## src/rtl/core/rhc_pkg.sv

```systemverilog
// shared types, widths and codes for the rgb to hsv converter
package rhc_pkg;

	localparam int COMPONENT_BITS = 12;
	localparam int HUE_FRAC_BITS  = 6;
	localparam int HUE_BITS       = 9 + HUE_FRAC_BITS;
	localparam int QUO_BITS       = (HUE_BITS > COMPONENT_BITS) ? HUE_BITS : COMPONENT_BITS;
	localparam int DIV_BITS       = COMPONENT_BITS + QUO_BITS;
	localparam int NUM_BITS       = COMPONENT_BITS + 10;
	localparam int HUE_LIMIT      = 360 << HUE_FRAC_BITS;
	localparam int PIPE_DEPTH     = 3 + QUO_BITS;

	typedef enum logic [1:0] {
		SECT_RED,
		SECT_GREEN,
		SECT_BLUE
	} rhc_sector_t;

	typedef struct packed {
		logic [COMPONENT_BITS-1:0] red;
		logic [COMPONENT_BITS-1:0] green;
		logic [COMPONENT_BITS-1:0] blue;
		logic [COMPONENT_BITS-1:0] alpha;
	} rhc_rgba_t;

	typedef struct packed {
		logic [HUE_BITS-1:0]       hue;
		logic [COMPONENT_BITS-1:0] saturation;
		logic [COMPONENT_BITS-1:0] value;
		logic [COMPONENT_BITS-1:0] alpha_out;
	} rhc_hsva_t;

	typedef struct packed {
		logic                      gray;
		logic [COMPONENT_BITS-1:0] value;
		logic [COMPONENT_BITS-1:0] alpha;
	} rhc_side_t;

endpackage

```

## src/rtl/core/rgb_to_hsv_convert.sv

```systemverilog
// top level of the rgb to hsv converter
// Converts one RGBA pixel per clock into hue, saturation, value and alpha.
// Request channel: a pixel on rgba is taken at a rising edge with start high
// and busy low. busy is always low, so a new request may come every cycle.
// Result channel: done is high for exactly one cycle with the converted pixel
// on result; the receiver takes it at the edge that ends that cycle.
// Pipeline: three front stages plus one stage per quotient bit of the 15-bit
// hue divider; saturation is divided alongside in a second divider.
// Throughput: one pixel per cycle, results leave in request order.
// Gray or black pixels give zero hue and saturation.
// Reset clears all valid bits, so no result strobe follows reset until
// a new request is taken. The receiver cannot stall: results are never held.
module rgb_to_hsv_convert (
	input  logic               clk,
	input  logic               arst_n,
	input  logic               start,
	output logic               busy,
	input  rhc_pkg::rhc_rgba_t rgba,
	output logic               done,
	output rhc_pkg::rhc_hsva_t result
);

	localparam int QB = rhc_pkg::QUO_BITS;
	localparam int CB = rhc_pkg::COMPONENT_BITS;
	localparam int HB = rhc_pkg::HUE_BITS;

	logic                         req;
	logic                         front_valid;
	logic [CB-1:0]                den;
	logic [rhc_pkg::DIV_BITS-1:0] hue_num;
	logic [rhc_pkg::DIV_BITS-1:0] sat_num;
	rhc_pkg::rhc_side_t           front_side;
	logic [QB-1:0]                hue_quo;
	logic [QB-1:0]                sat_quo;

	logic                         dvalid_s [1:QB];
	rhc_pkg::rhc_side_t           dside_s  [1:QB];

	assign busy = 1'b0;
	assign req  = start && !busy;

	rhc_front u_front (
		.clk     (clk),
		.arst_n  (arst_n),
		.start   (req),
		.rgba    (rgba),
		.valid   (front_valid),
		.den     (den),
		.hue_num (hue_num),
		.sat_num (sat_num),
		.side    (front_side)
	);

	rhc_div u_hue_div (
		.clk (clk),
		.num (hue_num),
		.den (den),
		.quo (hue_quo)
	);

	// saturation divides by the largest component
	rhc_div u_sat_div (
		.clk (clk),
		.num (sat_num),
		.den (front_side.value),
		.quo (sat_quo)
	);

	// sideband travels beside the divider stages
	always_ff @(posedge clk or negedge arst_n) begin
		if (!arst_n) begin
			for (int i = 1; i <= QB; i++) begin
				dvalid_s[i] <= 1'b0;
			end
		end else begin
			dvalid_s[1] <= front_valid;
			for (int i = 2; i <= QB; i++) begin
				dvalid_s[i] <= dvalid_s[i-1];
			end
		end
	end

	always_ff @(posedge clk) begin
		dside_s[1] <= front_side;
		for (int i = 2; i <= QB; i++) begin
			dside_s[i] <= dside_s[i-1];
		end
	end

	assign done              = dvalid_s[QB];
	assign result.hue        = dside_s[QB].gray ? '0 : hue_quo[HB-1:0];
	assign result.saturation = dside_s[QB].gray ? '0 : sat_quo[CB-1:0];
	assign result.value      = dside_s[QB].value;
	assign result.alpha_out  = dside_s[QB].alpha;

`ifndef SYNTHESIS
	a_latency: assert property (@(posedge clk) disable iff (!arst_n)
		(start && !busy) |-> ##(rhc_pkg::PIPE_DEPTH) done)
		else $error("request did not produce a result on time");

	a_hue_range: assert property (@(posedge clk) disable iff (!arst_n)
		done |-> (result.hue < HB'(rhc_pkg::HUE_LIMIT)))
		else $error("hue out of range");

	a_gray: assert property (@(posedge clk) disable iff (!arst_n)
		(done && result.saturation == '0) |-> (result.hue == '0))
		else $error("hue set on a gray pixel");

	a_no_spurious: assert property (@(posedge clk) disable iff (!arst_n)
		done |-> $past(dvalid_s[QB-1]))
		else $error("result strobe without a request in flight");
`endif

endmodule

```

## src/rtl/core/rhc_front.sv

```systemverilog
// front stages: max/min and sector pick, hue numerator, wrap and dividend setup
module rhc_front (
	input  logic                                clk,
	input  logic                                arst_n,
	input  logic                                start,
	input  rhc_pkg::rhc_rgba_t                  rgba,
	output logic                                valid,
	output logic [rhc_pkg::COMPONENT_BITS-1:0]  den,
	output logic [rhc_pkg::DIV_BITS-1:0]        hue_num,
	output logic [rhc_pkg::DIV_BITS-1:0]        sat_num,
	output rhc_pkg::rhc_side_t                  side
);

	localparam int CB = rhc_pkg::COMPONENT_BITS;
	localparam int NB = rhc_pkg::NUM_BITS;

	logic [CB-1:0]          hi_c;
	logic [CB-1:0]          lo_c;
	rhc_pkg::rhc_sector_t   sect_c;
	logic signed [CB:0]     diff_c;

	logic                   valid_s1;
	logic [CB-1:0]          hi_s1;
	logic [CB-1:0]          spread_s1;
	rhc_pkg::rhc_sector_t   sect_s1;
	logic signed [CB:0]     diff_s1;
	logic [CB-1:0]          alpha_s1;

	logic signed [NB-1:0]   spread_ext;
	logic signed [NB-1:0]   diff_ext;
	logic signed [NB-1:0]   base_c;
	logic signed [NB-1:0]   num_c;
	logic signed [NB-1:0]   s360_c;
	logic [2*CB-1:0]        satnum_c;

	logic                   valid_s2;
	logic signed [NB-1:0]   num_s2;
	logic signed [NB-1:0]   s360_s2;
	logic [2*CB-1:0]        satnum_s2;
	logic [CB-1:0]          spread_s2;
	rhc_pkg::rhc_side_t     side_s2;

	logic signed [NB-1:0]   wrap_c;
	logic [CB+8:0]          wrap_u;

	logic                   valid_s3;
	logic [CB-1:0]          den_s3;
	logic [rhc_pkg::DIV_BITS-1:0] hue_num_s3;
	logic [rhc_pkg::DIV_BITS-1:0] sat_num_s3;
	rhc_pkg::rhc_side_t     side_s3;

	// stage 1: extremes and sector, ties go red then green
	always_comb begin
		hi_c = (rgba.red > rgba.green) ? rgba.red : rgba.green;
		hi_c = (hi_c > rgba.blue) ? hi_c : rgba.blue;
		lo_c = (rgba.red < rgba.green) ? rgba.red : rgba.green;
		lo_c = (lo_c < rgba.blue) ? lo_c : rgba.blue;
		if (rgba.red >= hi_c) begin
			sect_c = rhc_pkg::SECT_RED;
			diff_c = $signed({1'b0, rgba.green}) - $signed({1'b0, rgba.blue});
		end else if (rgba.green >= hi_c) begin
			sect_c = rhc_pkg::SECT_GREEN;
			diff_c = $signed({1'b0, rgba.blue}) - $signed({1'b0, rgba.red});
		end else begin
			sect_c = rhc_pkg::SECT_BLUE;
			diff_c = $signed({1'b0, rgba.red}) - $signed({1'b0, rgba.green});
		end
	end

	always_ff @(posedge clk or negedge arst_n) begin
		if (!arst_n) begin
			valid_s1 <= 1'b0;
		end else begin
			valid_s1 <= start;
		end
	end

	always_ff @(posedge clk) begin
		hi_s1     <= hi_c;
		spread_s1 <= hi_c - lo_c;
		sect_s1   <= sect_c;
		diff_s1   <= diff_c;
		alpha_s1  <= rgba.alpha;
	end

	// stage 2: sector base plus 60 times difference, 360 times spread, saturation numerator
	assign spread_ext = $signed(NB'(spread_s1));
	assign diff_ext   = NB'(diff_s1);
	assign s360_c     = (spread_ext <<< 8) + (spread_ext <<< 6) + (spread_ext <<< 5)
		+ (spread_ext <<< 3);
	assign satnum_c   = {spread_s1, {CB{1'b0}}} - (2*CB)'(spread_s1);

	always_comb begin
		case (sect_s1)
			rhc_pkg::SECT_RED:   base_c = '0;
			rhc_pkg::SECT_GREEN: base_c = (spread_ext <<< 7) - (spread_ext <<< 3);
			rhc_pkg::SECT_BLUE:  base_c = (spread_ext <<< 8) - (spread_ext <<< 4);
			default:             base_c = '0;
		endcase
		num_c = base_c + (diff_ext <<< 6) - (diff_ext <<< 2);
	end

	always_ff @(posedge clk or negedge arst_n) begin
		if (!arst_n) begin
			valid_s2 <= 1'b0;
		end else begin
			valid_s2 <= valid_s1;
		end
	end

	always_ff @(posedge clk) begin
		num_s2        <= num_c;
		s360_s2       <= s360_c;
		satnum_s2     <= satnum_c;
		spread_s2     <= spread_s1;
		side_s2.gray  <= (spread_s1 == '0);
		side_s2.value <= hi_s1;
		side_s2.alpha <= alpha_s1;
	end

	// stage 3: wrap negative hue, scale by fraction bits
	assign wrap_c = num_s2[NB-1] ? (num_s2 + s360_s2) : num_s2;
	assign wrap_u = wrap_c[CB+8:0];

	always_ff @(posedge clk or negedge arst_n) begin
		if (!arst_n) begin
			valid_s3 <= 1'b0;
		end else begin
			valid_s3 <= valid_s2;
		end
	end

	always_ff @(posedge clk) begin
		den_s3     <= spread_s2;
		hue_num_s3 <= rhc_pkg::DIV_BITS'(wrap_u) << rhc_pkg::HUE_FRAC_BITS;
		sat_num_s3 <= rhc_pkg::DIV_BITS'(satnum_s2);
		side_s3    <= side_s2;
	end

	assign valid   = valid_s3;
	assign den     = den_s3;
	assign hue_num = hue_num_s3;
	assign sat_num = sat_num_s3;
	assign side    = side_s3;

endmodule

```

## src/rtl/core/rhc_div.sv

```systemverilog
// pipelined restoring divider, one quotient bit per stage
module rhc_div (
	input  logic                                clk,
	input  logic [rhc_pkg::DIV_BITS-1:0]        num,
	input  logic [rhc_pkg::COMPONENT_BITS-1:0]  den,
	output logic [rhc_pkg::QUO_BITS-1:0]        quo
);

	localparam int QB = rhc_pkg::QUO_BITS;
	localparam int WB = rhc_pkg::DIV_BITS;
	localparam int CB = rhc_pkg::COMPONENT_BITS;

	logic [WB-1:0] rem_s [1:QB];
	logic [QB-1:0] quo_s [1:QB];
	logic [CB-1:0] den_s [1:QB];

	for (genvar i = 0; i < QB; i++) begin : g_stage
		logic [WB-1:0] cur_rem;
		logic [QB-1:0] cur_quo;
		logic [CB-1:0] cur_den;
		logic [WB-1:0] trial;
		logic          ge;

		if (i == 0) begin : g_first
			assign cur_rem = num;
			assign cur_quo = '0;
			assign cur_den = den;
		end else begin : g_next
			assign cur_rem = rem_s[i];
			assign cur_quo = quo_s[i];
			assign cur_den = den_s[i];
		end

		assign trial = WB'(cur_den) << (QB - 1 - i);
		assign ge    = (cur_rem >= trial);

		always_ff @(posedge clk) begin
			rem_s[i+1] <= ge ? (cur_rem - trial) : cur_rem;
			quo_s[i+1] <= {cur_quo[QB-2:0], ge};
			den_s[i+1] <= cur_den;
		end
	end

	assign quo = quo_s[QB];

endmodule

```

## config.mk

```make
export PLATFORM = sky130hd
export DESIGN_NAME = rgb_to_hsv_convert
export DESIGN_NICKNAME = d
export VERILOG_FILES = /design/src/rtl/core/rhc_pkg.sv /design/src/rtl/core/rgb_to_hsv_convert.sv /design/src/rtl/core/rhc_front.sv /design/src/rtl/core/rhc_div.sv
export SDC_FILE = /design/constraint.sdc
export NUM_CORES = 2
export LEC_CHECK = 0
export ABC_CLOCK_PERIOD_IN_PS = 5800
export BUFFER_PORTS_ARGS = -buffer_cell sky130_fd_sc_hd__buf_2
export CORE_MARGIN = 2
export CORE_UTILIZATION = 50
export CTS_CLUSTER_SIZE = 30
export DETAILED_ROUTE_END_ITERATION = 8
export HOLD_SLACK_MARGIN = 0.05
export PLACE_DENSITY = 0.74
export SLEW_MARGIN = 20
export SYNTH_ARGS = -nofsm -noshare
export SYNTH_HDL_FRONTEND = slang
export SYNTH_HIERARCHICAL = 1
export SYNTH_SLANG_ARGS = --single-unit
```

## constraint.sdc

```tcl
create_clock -name clk -period 5.8 [get_ports clk]
set_input_delay 0.29 -clock clk [delete_from_list [all_inputs] [get_ports clk]]
set_output_delay 0.29 -clock clk [all_outputs]
set_load 0.02 [all_outputs]
```

==> metrics.md <==
| Metric | Value |
|---|---|
| Outcome | completed |
| Worst path slowest cell | dlygate4sd3_1 |
| Via Count | 47889 |
| Fin. max-slew vios | 0 |
| Final Hold Fails | 0 |
| PortBufs | approximately 100 |
| Hold Crit Start | rgba[24] |
| Final HPWL DP | 106300 µm |
| DRT antenna net count | 0 |
| Clock Sinks | ~1900 |
| 1st-iter DRT viols | 2551 |
| Unrepaired setup endpoints after global routing | true |
| Gr usage total | approximately a fifth |
| Count of final setup violators | 0 |
| Total wire length | between 100000 and 150000 µm |
| Antenna cells | 0 |
| Chip height | roughly 380 µm |
| Post-layout net count | 7926 |
| I/O Pins | 104 |
| First-pass GRT wire length | 227800 µm |
| Crit start category | input port |
| Final worst path period share | a little over nine tenths |
| Worst Skew | 0.02535 ns |
| Crit-path leading delay family | compound AO/OA/AOI/OAI gates |
| Vias/cell | 5.126 |
| Syn_area_per_cell | 10.40 µm² |
| Initial antenna violation count | 5 |
| H-tree levels | 4 |
| Final non-filler cell area | roughly 83000 µm² |
| Number of global-route vias before repair | 47898 |
| DIE WIDTH | 383.7 µm |
| Worst-Margin Slew | 1.056 ns |
| WP data required | 6.52 ns |
| CP Class | in -> reg |
| DRT Pass-1 Iters | 7 |
| Total core area | ~140000 µm² |
| Final setup TNS | 0 ns |
| Worst rel slew slack | 28.65% |
| Clock latency on the worst-skew pair | 0.79 ns |
| DRC viols | 0 |
| Layout Cells excl Fill | 9343 |
| GRT overflow | 0 |
| Crit path from | rgba[36] |
| Post-Synthesis Cells | 6936 |
| Mapped Area | 72100 µm² |
| Pin count of the biggest net entering global routing | 28 |
| Die area | ~150000 µm² |
| Max stage delay on crit path | roughly 0.52 ns |
| Worst Path Max Fanout | 8 |
| Cell Rows | 139 |
| Initial cell density of the core | 50.31% |
| Routed len/inst | between 10 and 15 µm |
| Yosys Warn Count | 6 |
| FILL cells | ~12000 |
| Max-Cap Viols | 0 |
| CTS Buf Count | 185 |
| Tmin final | 5.664 ns |
| Share of layout cells above drive strength 1 | 10.60% |
| Clock Root Buffer | clkbuf_16 |
| CP endpoint kind | register |
| Buf/Inv on CP | 10 |
| CTS tree | yes |
| Reg2Reg Setup Slack | between 0.8 and 0.9 ns |
| Placed cell count | about 9000 |
| Most used cell, CP | buf_4 |
| Area Growth Syn to Fin | 14.83% |
| Achievable frequency | 176.5 MHz |
| Reg2reg start | u_front/spread_s1[0] |
| RD Place Congestion | 0.9296 |
| Crit path DAT | 6.38 ns |
| CTS Buffer Depth | 3 |
| Post-DP Area | approximately 76000 µm² |
| Clock-pin slew on the worst setup and hold paths | 0.06 ns |
| Worst hold path class | in -> reg |
## final timing paths
path,end,cells past startpoint
max in group asynchronous,dvalid_s[3],3
worst min register to register,u_hue_div/quo_s[7][2],0
min in group asynchronous,done,3
worst max register to register,u_front/num_s2[20],20
worst min-delay path,u_front/diff_s1[0],5
worst max-delay path,u_front/diff_s1[1],32
## flip-flops by register name, indices dropped and copies added (netlist names), 78 cells and up
| signal | flops |
|---|---|
| u_hue_div/quo_s | 120 |
| u_sat_div/rem_s | 378 |
| u_hue_div/rem_s | 378 |
| u_sat_div/den_s | 168 |
| u_sat_div/quo_s | 78 |
| u_hue_div/den_s | 168 |
| dside_s | 375 |
## layout make-up
class	instances	area, µm²	share of cell area [%]
Inverter	618	2320	2.802
Timing Repair Buffer	296	2112	2.551
Tap cell	1903	2381	2.876
Clock inverter	83	1275	1.540
Multi-Input combinational cell	4281	31140	37.61
Clock buffer	253	5261	6.354
Sequential cell	1909	38310	46.27
## what timing repair did
| item | 4_1_cts | 5_1_grt |
|---|---|---|
| hold buffers | 30 | 0 |
| gates resized for setup | 0 | 38 |
| endpoints found under the hold margin | 46 | 0 |
| endpoints found under the setup margin | 0 | 19 |
| setup buffers | 0 | 12 |
## routing by layer
metal  global-route usage (%)  routed length, µm
met5                        0                  0
met3                    2.934               4929
met2                    34.21              69790
met1                    20.96              58840
met4                    9.354               6182
## worst min-delay path, stage by stage
cell     delay (ns)
buf_2          0.12
ha_4           0.14
buf_4          0.12
mux2_2         0.14
mux2i_1        0.05
## layout by cell type, fill, tap and decap left out, types with 43 or more instances in the layout
cell       count
dfxtp_1     1891
inv_1        615
ha_1         513
nor2_1       433
a21oi_1      393
nand2_1      385
o21ai_0      353
xnor2_1      301
xor2_1       227
clkbuf_16    191
buf_4        156
nor3_1       148
a21o_1       133
nand3_1      105
buf_2        102
nand2b_1      99
nor2b_1       97
mux2_2        96
nor4_1        92
o21a_1        67
fa_1          64
nand4_1       62
or3_1         43
## stage by stage
step / util [%] / hold slack (ns) / setup slack [ns]
floorplan: - / -0.005591 / 0.009661
global placement: 52.77 / 0.2322 / -0.2721
detailed placement: 52.77 / 0.2439 / -0.4022
CTS: 57.54 / 0.05079 / 0.08374
global route: 57.78 / 0.08419 / -0.03616
finish: 57.78 / 0.1255 / 0.1356
Power is left out: the tool's default activity adds up to more than one toggle a clock period on the data nets, which glitch-free logic cannot reach.
